**config.mk**
```make
export PLATFORM = sky130hd
export DESIGN_NAME = peak_limiter_core
export DESIGN_NICKNAME = d
export VERILOG_FILES = /design/src/hdl/plim_pkg.sv /design/src/hdl/peak_limiter_core.sv
export SDC_FILE = /design/constraint.sdc
export NUM_CORES = 2
export LEC_CHECK = 0
export BUFFER_PORTS_ARGS = -buffer_cell sky130_fd_sc_hd__buf_2
export CAP_MARGIN = 15
export CORE_UTILIZATION = 35
export CTS_BUF_LIST = sky130_fd_sc_hd__clkbuf_4 sky130_fd_sc_hd__clkbuf_8 sky130_fd_sc_hd__clkbuf_16
export DETAILED_ROUTE_END_ITERATION = 8
export MAX_ROUTING_LAYER = met4
export SYNTH_ARGS = -nofsm -noshare
export SYNTH_HDL_FRONTEND = slang
export SYNTH_SLANG_ARGS = --single-unit
```
**constraint.sdc**
```tcl
create_clock -name i_clk -period 10.36 [get_ports i_clk]
set_input_delay 0.518 -clock i_clk [delete_from_list [all_inputs] [get_ports i_clk]]
set_output_delay 0.518 -clock i_clk [all_outputs]
set_load 0.01 [all_outputs]
```
**src/hdl/plim_pkg.sv**
```systemverilog
// plim_pkg: widths, formats, reset values and register indexes of the peak limiter
// used by peak_limiter_core; depends on nothing
package plim_pkg;

    localparam int SAMPLE_BITS = 24;
    localparam int COEF_BITS   = 24;
    localparam int GAIN_FRAC   = SAMPLE_BITS - 1;
    localparam int MUL_W       = ((COEF_BITS > SAMPLE_BITS) ? COEF_BITS : SAMPLE_BITS) + 2;
    localparam int DIV_STEPS   = GAIN_FRAC;
    localparam int DIV_CNT_W   = $clog2(DIV_STEPS);

    localparam logic [SAMPLE_BITS-1:0] UNITY_GAIN = SAMPLE_BITS'(1) << GAIN_FRAC;
    localparam longint SNAP_FULL = ((longint'(1) << GAIN_FRAC) * 99999) / 100000;
    localparam logic [SAMPLE_BITS-1:0] SNAP_LEVEL = SNAP_FULL[SAMPLE_BITS-1:0];

    localparam int CFG_DATA_W = (SAMPLE_BITS > COEF_BITS) ? SAMPLE_BITS : COEF_BITS;
    localparam int CFG_IDX_W  = 2;

    localparam logic [CFG_IDX_W-1:0] CFG_ENABLE    = 2'd0;
    localparam logic [CFG_IDX_W-1:0] CFG_THRESHOLD = 2'd1;
    localparam logic [CFG_IDX_W-1:0] CFG_ATTACK    = 2'd2;
    localparam logic [CFG_IDX_W-1:0] CFG_RELEASE   = 2'd3;

    localparam logic                   RST_ENABLE    = 1'b1;
    localparam logic [SAMPLE_BITS-1:0] RST_THRESHOLD = UNITY_GAIN;
    localparam logic [COEF_BITS-1:0]   RST_ATTACK    = 24'd16092521;
    localparam logic [COEF_BITS-1:0]   RST_RELEASE   = 24'd16772848;

endpackage

```
**src/hdl/peak_limiter_core.sv**
```systemverilog
// peak_limiter_core: per-sample peak limiter with envelope follower and smoothed gain
// depends on plim_pkg (widths, constants, register indexes)
//
// channel   direction  handshake                   payload
// input     in         i_in_valid / o_in_stall     i_sample_in
// output    out        o_out_valid / i_out_stall   o_sample_out, o_gain_now
// config    in         i_cfg_valid / o_cfg_ready   i_cfg_index, i_cfg_data
//
// the 23-step restoring divide for the target gain is the longest part of one
// transaction, and one shared multiplier serves envelope decay, gain smoothing
// and output scaling in turn. the input reopens at the edge that loads the result.
// i_rst_n is synchronous, active low; config registers return to their defaults.
// a held output does not stop the next transaction until its result is ready.
module peak_limiter_core (
    input  logic                                 i_clk,
    input  logic                                 i_rst_n,
    input  logic                                 i_in_valid,
    output logic                                 o_in_stall,
    input  logic signed [plim_pkg::SAMPLE_BITS-1:0] i_sample_in,
    output logic                                 o_out_valid,
    input  logic                                 i_out_stall,
    output logic signed [plim_pkg::SAMPLE_BITS-1:0] o_sample_out,
    output logic        [plim_pkg::SAMPLE_BITS-1:0] o_gain_now,
    input  logic                                 i_cfg_valid,
    output logic                                 o_cfg_ready,
    input  logic        [plim_pkg::CFG_IDX_W-1:0]   i_cfg_index,
    input  logic        [plim_pkg::CFG_DATA_W-1:0]  i_cfg_data
);

    localparam int SB = plim_pkg::SAMPLE_BITS;
    localparam int CB = plim_pkg::COEF_BITS;
    localparam int MW = plim_pkg::MUL_W;

    typedef enum logic [3:0] {
        S_IDLE,
        S_ENV,
        S_DECAY,
        S_CMP,
        S_DIV,
        S_BLEND,
        S_BLEND_WB,
        S_OUT,
        S_OUT_WB,
        S_DONE
    } t_state;

    t_state                            r_state;
    logic                              r_enable;
    logic        [SB-1:0]              r_threshold;
    logic        [CB-1:0]              r_attack;
    logic        [CB-1:0]              r_release;
    logic        [SB-1:0]              r_env;
    logic        [SB-1:0]              r_gain;
    logic signed [SB-1:0]              r_sample;
    logic        [SB-1:0]              r_target;
    logic        [SB-1:0]              r_rem;
    logic        [SB-2:0]              r_quot;
    logic        [plim_pkg::DIV_CNT_W-1:0] r_cnt;
    logic signed [2*MW-1:0]            r_prod;
    logic signed [SB-1:0]              r_res;
    logic                              r_out_valid;
    logic signed [SB-1:0]              r_out_sample;
    logic        [SB-1:0]              r_out_gain;

    logic signed [MW-1:0]   w_mul_a;
    logic signed [MW-1:0]   w_mul_b;
    logic        [SB-1:0]   w_mag;
    logic        [SB:0]     w_rem2;
    logic                   w_fits;
    logic        [CB-1:0]   w_coef;
    logic signed [2*MW-1:0] w_round;
    logic        [SB-1:0]   w_new_gain;
    logic                   w_accept;
    logic                   w_load;

    assign w_accept = i_in_valid && !o_in_stall;
    assign w_load   = (r_state == S_DONE) && (!r_out_valid || !i_out_stall);
    assign w_mag    = r_sample[SB-1] ? (~r_sample + SB'(1)) : r_sample;
    assign w_rem2   = {r_rem, 1'b0};
    assign w_fits   = w_rem2 >= {1'b0, r_env};
    assign w_coef   = (r_enable && (r_target < r_gain)) ? r_attack : r_release;
    assign w_round  = r_prod + ((2*MW)'(1) <<< (CB - 1));
    assign w_new_gain = w_round[CB+SB-1:CB] + r_target;

    // shared multiplier operand selection
    always_comb begin
        w_mul_a = {2'b00, r_release};
        w_mul_b = MW'($signed({1'b0, r_env}));
        case (r_state)
            S_BLEND: begin
                w_mul_a = MW'($signed({1'b0, w_coef}));
                w_mul_b = MW'($signed({1'b0, r_gain}) - $signed({1'b0, r_target}));
            end
            S_OUT: begin
                w_mul_a = MW'(r_sample);
                w_mul_b = MW'($signed({1'b0, r_gain}));
            end
            default: begin
                w_mul_a = MW'($signed({1'b0, r_release}));
                w_mul_b = MW'($signed({1'b0, r_env}));
            end
        endcase
    end

    always_ff @(posedge i_clk) begin
        r_prod <= w_mul_a * w_mul_b;
        if (!i_rst_n) begin
            r_state     <= S_IDLE;
            r_enable    <= plim_pkg::RST_ENABLE;
            r_threshold <= plim_pkg::RST_THRESHOLD;
            r_attack    <= plim_pkg::RST_ATTACK;
            r_release   <= plim_pkg::RST_RELEASE;
            r_env       <= '0;
            r_gain      <= plim_pkg::UNITY_GAIN;
            r_out_valid <= 1'b0;
        end else begin
            if (i_cfg_valid) begin
                case (i_cfg_index)
                    plim_pkg::CFG_ENABLE:    r_enable    <= i_cfg_data[0];
                    plim_pkg::CFG_THRESHOLD: r_threshold <= i_cfg_data[SB-1:0];
                    plim_pkg::CFG_ATTACK:    r_attack    <= i_cfg_data[CB-1:0];
                    plim_pkg::CFG_RELEASE:   r_release   <= i_cfg_data[CB-1:0];
                    default: ;
                endcase
            end
            if (w_load) begin
                r_out_valid <= 1'b1;
            end else if (r_out_valid && !i_out_stall) begin
                r_out_valid <= 1'b0;
            end
            case (r_state)
                S_IDLE: begin
                    if (w_accept) begin
                        r_sample <= i_sample_in;
                        r_target <= plim_pkg::UNITY_GAIN;
                        if (r_enable) begin
                            r_state <= S_ENV;
                        end else if (r_gain < plim_pkg::UNITY_GAIN) begin
                            r_state <= S_BLEND;
                        end else begin
                            r_res   <= i_sample_in;
                            r_state <= S_DONE;
                        end
                    end
                end
                S_ENV: begin
                    if (w_mag > r_env) begin
                        r_env   <= w_mag;
                        r_state <= S_CMP;
                    end else begin
                        r_state <= S_DECAY;
                    end
                end
                S_DECAY: begin
                    r_env   <= r_prod[CB+SB-1:CB];
                    r_state <= S_CMP;
                end
                S_CMP: begin
                    r_rem  <= r_threshold;
                    r_quot <= '0;
                    r_cnt  <= '0;
                    if (r_env > r_threshold) begin
                        r_state <= S_DIV;
                    end else begin
                        r_target <= plim_pkg::UNITY_GAIN;
                        r_state  <= S_BLEND;
                    end
                end
                S_DIV: begin
                    // restoring divide, one quotient bit per cycle
                    if (w_fits) begin
                        r_rem <= SB'(w_rem2 - {1'b0, r_env});
                    end else begin
                        r_rem <= w_rem2[SB-1:0];
                    end
                    r_quot <= {r_quot[SB-3:0], w_fits};
                    r_cnt  <= r_cnt + 1'b1;
                    if (r_cnt == plim_pkg::DIV_CNT_W'(plim_pkg::DIV_STEPS - 1)) begin
                        r_target <= {1'b0, r_quot[SB-3:0], w_fits};
                        r_state  <= S_BLEND;
                    end
                end
                S_BLEND: begin
                    r_state <= S_BLEND_WB;
                end
                S_BLEND_WB: begin
                    if (r_enable) begin
                        r_gain  <= w_new_gain;
                        r_state <= S_OUT;
                    end else begin
                        r_gain  <= (w_new_gain > plim_pkg::SNAP_LEVEL) ?
                                   plim_pkg::UNITY_GAIN : w_new_gain;
                        r_res   <= r_sample;
                        r_state <= S_DONE;
                    end
                end
                S_OUT: begin
                    r_state <= S_OUT_WB;
                end
                S_OUT_WB: begin
                    r_res   <= r_prod[plim_pkg::GAIN_FRAC+SB-1:plim_pkg::GAIN_FRAC];
                    r_state <= S_DONE;
                end
                S_DONE: begin
                    if (w_load) begin
                        r_out_sample <= r_res;
                        r_out_gain   <= r_gain;
                        r_state      <= S_IDLE;
                    end
                end
                default: begin
                    r_state <= S_IDLE;
                end
            endcase
        end
    end

    assign o_in_stall   = (r_state != S_IDLE);
    assign o_cfg_ready  = 1'b1;
    assign o_out_valid  = r_out_valid;
    assign o_sample_out = r_out_sample;
    assign o_gain_now   = r_out_gain;

`ifndef NO_ASSERTIONS
    a_gain_bounded: assert property (@(posedge i_clk) disable iff (!i_rst_n)
        r_gain <= plim_pkg::UNITY_GAIN)
        else $error("smoothed gain above unity");

    a_div_rem: assert property (@(posedge i_clk) disable iff (!i_rst_n)
        (r_state == S_DIV) |-> (r_rem < r_env))
        else $error("divide remainder not below envelope");

    a_busy_after_accept: assert property (@(posedge i_clk) disable iff (!i_rst_n)
        w_accept |=> o_in_stall)
        else $error("input taken while busy");

    a_load_sets_valid: assert property (@(posedge i_clk) disable iff (!i_rst_n)
        w_load |=> (o_out_valid && (o_gain_now == $past(r_gain))))
        else $error("result not presented after load");
`endif

endmodule
```
Yosys cells after proc, flatten, opt, wreduce, memory -nomap -nowiden
Cells that the tools add are included.
- register bits after elaboration: 345
- latch bits: 0
- RAM bits: 0
- memory bits (read-only): 0
- input port bits: 55
- word-level logic and storage cells: 111
- memories: 0
- $add $sub $neg: 6
- $mul: 1
- div/mod/pow operators: 0
- magnitude comparators: 6
- equality and inequality tests: 21
- shift operators: 0
- multiplexer cells: 32
- bitwise operators: 1
- reductions and logical operators: 27
- operators with widths (operator ; number):
    2-to-1 mux 24 bit ; 13
    case mux 24 bit (3 select lines) ; 2
    case mux 26 bit (2 select lines) ; 2
    case mux 24 bit (2 select lines) ; 2
    adder 48 x 25 -> 48 bit, second input constant ; 1
    > comparator 24 bit ; 2
    multiplier 26 x 26 -> 48 bit ; 1
    case mux 22 bit (2 select lines) ; 1
    case mux 4 bit (10 select lines) ; 1
    greater-or-equal comparator 25 x 24 -> 1 bit ; 1
    subtractor 24 x 24 -> 25 bit ; 1
    adder 24 x 2 -> 24 bit, second input constant ; 1
    adder 24 bit ; 1
    > comparator 24 x 23 -> 1 bit, second input constant ; 1
    < comparator 24 bit ; 1
    < comparator 24 bit, second input constant ; 1
    2-to-1 mux 4 bit ; 6
    inverter 24 bit ; 1
    subtractor 24 bit ; 1
    equality test 4 x 3 -> 1 bit, second input constant ; 4
    != test 2 bit, second input constant ; 8
    AND reduction 2 bit ; 6
    case mux 5 bit (2 select lines) ; 1
    AND reduction 3 bit ; 3
    18 further kinds ; 32

Longest topological paths before layout
- depth after elaboration: 6
- gate-level depth with buffers: 41
- mapped depth without buffers: 39

Worst setup path before layout
No wires, ideal clock.
- path kind: flip-flop to flip-flop
- start point: register r_target[1]
- end point: register r_prod[45]
- setup time: 0.062 ns
- data arrival time: 9.430 ns
- required time: 10.298 ns
- setup slack: 0.869 ns
- cell stages (with the launch flop): 39
- path buffers: 3
- period minus slack after synthesis: 9.491 ns
- path through: edfxtp_1 -> inv_1 -> ha_1 -> nor2b_1 -> o21bai_1 -> nand2_1 -> o41ai_1 -> a31o_2 -> nand2b_1 -> buf_2 -> o22a_1 -> o22a_1 -> clkbuf_1 -> buf_1 -> nand2_1 -> fa_1 -> inv_1 -> fa_1 -> [3 not listed] -> inv_1 -> fa_1 -> fa_1 -> inv_1 -> fa_1 -> inv_1 -> ha_1 -> a21o_1 -> a21o_1 -> a21o_1 -> a21o_1 -> a211oi_1 -> o21ai_0 -> nor4b_2 -> o31ai_2 -> a31o_2 -> a2111o_1 -> nand3_1
- cells in the longest elaborated chain, start to end: 5
- elaborated cells between the ends (all ways): 7
- classes of those cells: add/sub: 1; mul: 1; order compare: 1; mux: 3; reduce/logical: 1
- ends and longest elaborated chain (item ; line ; source):
    start: declaration ; peak_limiter_core.sv:55 ; logic [SB-1:0] r_target;
    start signal: assignment ; peak_limiter_core.sv:135 ; r_target <= plim_pkg::UNITY_GAIN;
    start signal: assignment ; peak_limiter_core.sv:165 ; r_target <= plim_pkg::UNITY_GAIN;
    start signal: assignment ; peak_limiter_core.sv:179 ; r_target <= {1'b0, r_quot[SB-3:0], w_fits};
    < comparator 24 bit ; peak_limiter_core.sv:81 ; assign w_coef = (r_enable && (r_target < r_gain)) ? r_attack : r_release;
    logical AND 1 bit ; peak_limiter_core.sv:81 ;
    2-to-1 mux 24 bit ; peak_limiter_core.sv:81 ;
    case mux 26 bit (2 select lines) ; peak_limiter_core.sv:89 ; case (r_state)
    multiplier 26 x 26 -> 48 bit * ; peak_limiter_core.sv:106 ; r_prod <= w_mul_a * w_mul_b;
    end signal: assignment ; peak_limiter_core.sv:106 ;
    end: declaration ; peak_limiter_core.sv:59 ; logic signed [2*MW-1:0] r_prod;
Mark *: on every way between the ends. The rest lies on a longest branch, timed or not.
A chain may end at the register's enable or synchronous reset.

Final worst setup path
- start point: register r_target[1]
- end point: register r_prod[46]
Same word-level chain as after synthesis.

==> metrics <==
max-slew violation total from the final report 0; Finish-stage setup viols 0; min-delay worst type in2reg; average instance area after synthesis 9.09 sq um; kind of start point of the critical path flop; status finished, final reports clean; Clock Root Buffer clkbuf_16; filler cell count in the final layout 11600; total wire length 142 mm; CTS tree built; number of DRC violations after detailed routing 0; transition time at the pin with the least slew margin 1.29 ns; capturing point of the worst reg2reg path r_prod[46]; multi-input combinational cell area 0.0287 sq mm; cell type of the slowest stage on the worst timing path fa_1; initial antenna violation count 2; post-synthesis cell type with the largest combined area fa_1; number of buffers created by CTS 37; number of vias in the routed layout 32400; initial drt markers 3072; Total Die Area 0.116 sq mm; IO Port Bufs 104; area of the mapped netlist 0.0403 sq mm; maximum achievable frequency 101 MHz; Seq. cell area 0.00816 sq mm; most area-consuming cells after synthesis fa_1, edfxtp_1, ha_1; final-stage net count 5506; setup slack at placement 0.233 ns; area share of the largest cell type after synthesis 32.7%; core box area 0.114 sq mm; setup skew after layout 0.0314 ns; type of element capturing the critical path flop; clk slew on worst S/H paths 0.07 ns; Initial DRT Pass Iterations 6; post-DR wirelength/cell 23.4 um; top-level port count 106; internal reg-to-reg setup slack 0.45 ns; kind of cell with the highest combined delay on the critical path adder cells; fraction of synthesis flops using an asynchronous set or reset pin 0%; dominant synthesized flop cell edfxtp_1; latest clock arrival within the worst-skew pair 0.59 ns; commonest non-fill, non-tap cells in the layout inv_1, nand2_1, fa_1, nor2_1, ha_1; Crit Path Category reg2reg; vias in the first global route 32600; global-route usage over all layers 25.3%; minimum clock period 9.91 ns; first-pass GRT wire length 212 mm; startpoint of the lowest-slack register-to-register path r_target[1]; HPWL after detailed placement 114 mm; total nets after synthesis 5408; critical path required time 10.84 ns; routability congestion estimate 1.01; Die W 341 um; YS warnings 0; commonest non-fill, non-tap cell in the layout inv_1; Final Hold Vio Count 0; fraction of final layout cells sized beyond drive strength 1 9.21%; critical path's most frequent cell fa_1; Die Ht 341 um; initial core utilization 35.3%; portion of the post-synthesis area used by sequential elements 20.2%; number of synthesized register bits 322; standard-cell row count 124; Util after Layout 39.1%; capturing instance or port of the critical path r_prod[46]; worst endpoint data arrival time 10.39 ns; per-cell via count in the routed design 5.33; clock sinks 322; sum of overflow across all layers after global routing 0; worst setup margin 0.447 ns; post-synthesis cell type count 91; crit share post-route 95.7%; largest net degree at the start of global routing 73; relative area change from synthesis to final layout 10.9%; logic depth of the worst register-to-register path 36; Worst Path Max Fanout 15; maximum capacitance violations 0; critical path launch point r_target[1]; delay of the slowest cell on the worst path 0.57 ns; Post-synth EDFFs 171; total number of cells along the worst setup path 36; Syn Inst Count 4434; buffer depth of the longest clock path 3; count of buffering cells on the critical path with inverters included 7; post-route ant nets 0; H-tree Lvls 2; Max transition margin 14.3%
[cells in the mapped netlist (15+ instances only)]
cell type  instances
fa_1             659
o31ai_1           19
o22ai_1           32
clkbuf_1         168
a221o_1           15
a21o_1            67
nor2_1           328
xnor2_1          100
a21oi_1          152
and2_1            54
inv_1            766
o21a_1            27
o21ai_0           81
a31oi_1           17
mux2i_1           21
and3_1            20
edfxtp_1         171
nand2_1          729
a22oi_1           56
nand2b_1          44
nand3_1           70
nand4_1           33
nor2b_1           30
ha_1             260
buf_1             15
nor3_1            35
dfxtp_1          151
xor2_1            42
o21ai_1           33
[repair_timing]
item / 4_1_cts / 5_1_grt
endpoints found under the setup margin: 0 / 16
setup buffers: 0 / 8
gates resized for setup: 0 / 21
hold buffers: 0 / 0
hold endpoints to repair: 0 / 0
[metal layers]
| metal | GRT usage, % | part of all wire (%) | up-vias | wire (um) |
|---|---|---|---|---|
| met2 | 38.5 | 45 | 1457 | 63500 |
| met5 | - | 0 | - | 0 |
| met4 | 8.74 | 4.3 | 0 | 6040 |
| met1 | 34.0 | 42 | 16300 | 60100 |
| li1 | - | - | 14300 | - |
| met3 | 4.36 | 8.8 | 262 | 12500 |
[flip-flops by register name, summed over array words and instances, names as in the netlist, 22 cells and up]
register,flops
r_env,24
r_threshold,24
r_attack,24
r_release,24
o_sample_out,24
r_quot,22
r_prod,25
r_res,24
r_target,24
r_gain,24
r_rem,24
o_gain_now,24
r_sample,24
[worst min path at each step]
stage / depth (start not counted) / start / endpoint / slack, ns
floorplan: 0 / r_res[0] / o_sample_out[0] / 0.40
detailed placement: 0 / r_res[0] / o_sample_out[0] / 0.40
finish: 1 / i_sample_in[20] / r_sample[20] / 0.18
global route: 1 / i_sample_in[16] / r_sample[16] / 0.17
CTS: 1 / i_sample_in[22] / r_sample[22] / 0.15
global placement: 0 / r_res[21] / o_sample_out[21] / 0.40
[kinds of logic (layout without fill, tap and decap cells)]
| kind of cell | count (synthesis) | after routing | share of synthesized area [%] |
|---|---|---|---|
| compound gates | 644 | 644 | 10.8 |
| flops | 322 | 322 | 20.2 |
| simple gates | 1420 | 1420 | 15.4 |
| mux | 21 | 21 | 0.522 |
| other cells | 1 | 2 | 0.00931 |
| xor+xnor | 142 | 142 | 3.09 |
| fa+ha+maj | 919 | 919 | 40.8 |
| buf+inv | 965 | 1092 | 9.08 |
[layout make-up]
cell class | count | area share, %
Antenna cell | 1 | 0.00560
Clock inverter | 17 | 0.345
Multi-Input combinational cell | 3147 | 64.2
Sequential cell | 322 | 18.3
Tap cell | 1512 | 4.23
Clock buffer | 51 | 2.47
Inverter | 767 | 6.44
Timing Repair Buffer | 257 | 4.01
[through the flow]
stage,std cells,cell area [sq um],hold slack (ns),setup TNS [ns]
global route,6073,44700,0.166,-0.00735
detailed placement,5997,43300,0.405,0
floorplan,4434,40300,0.400,0
finish,6074,44700,0.182,0
CTS,6065,44500,0.148,0
global placement,5997,43300,0.402,0
Power is not shown: default switching activity piles up to over one toggle a cycle in this logic, so the estimate is an artifact.
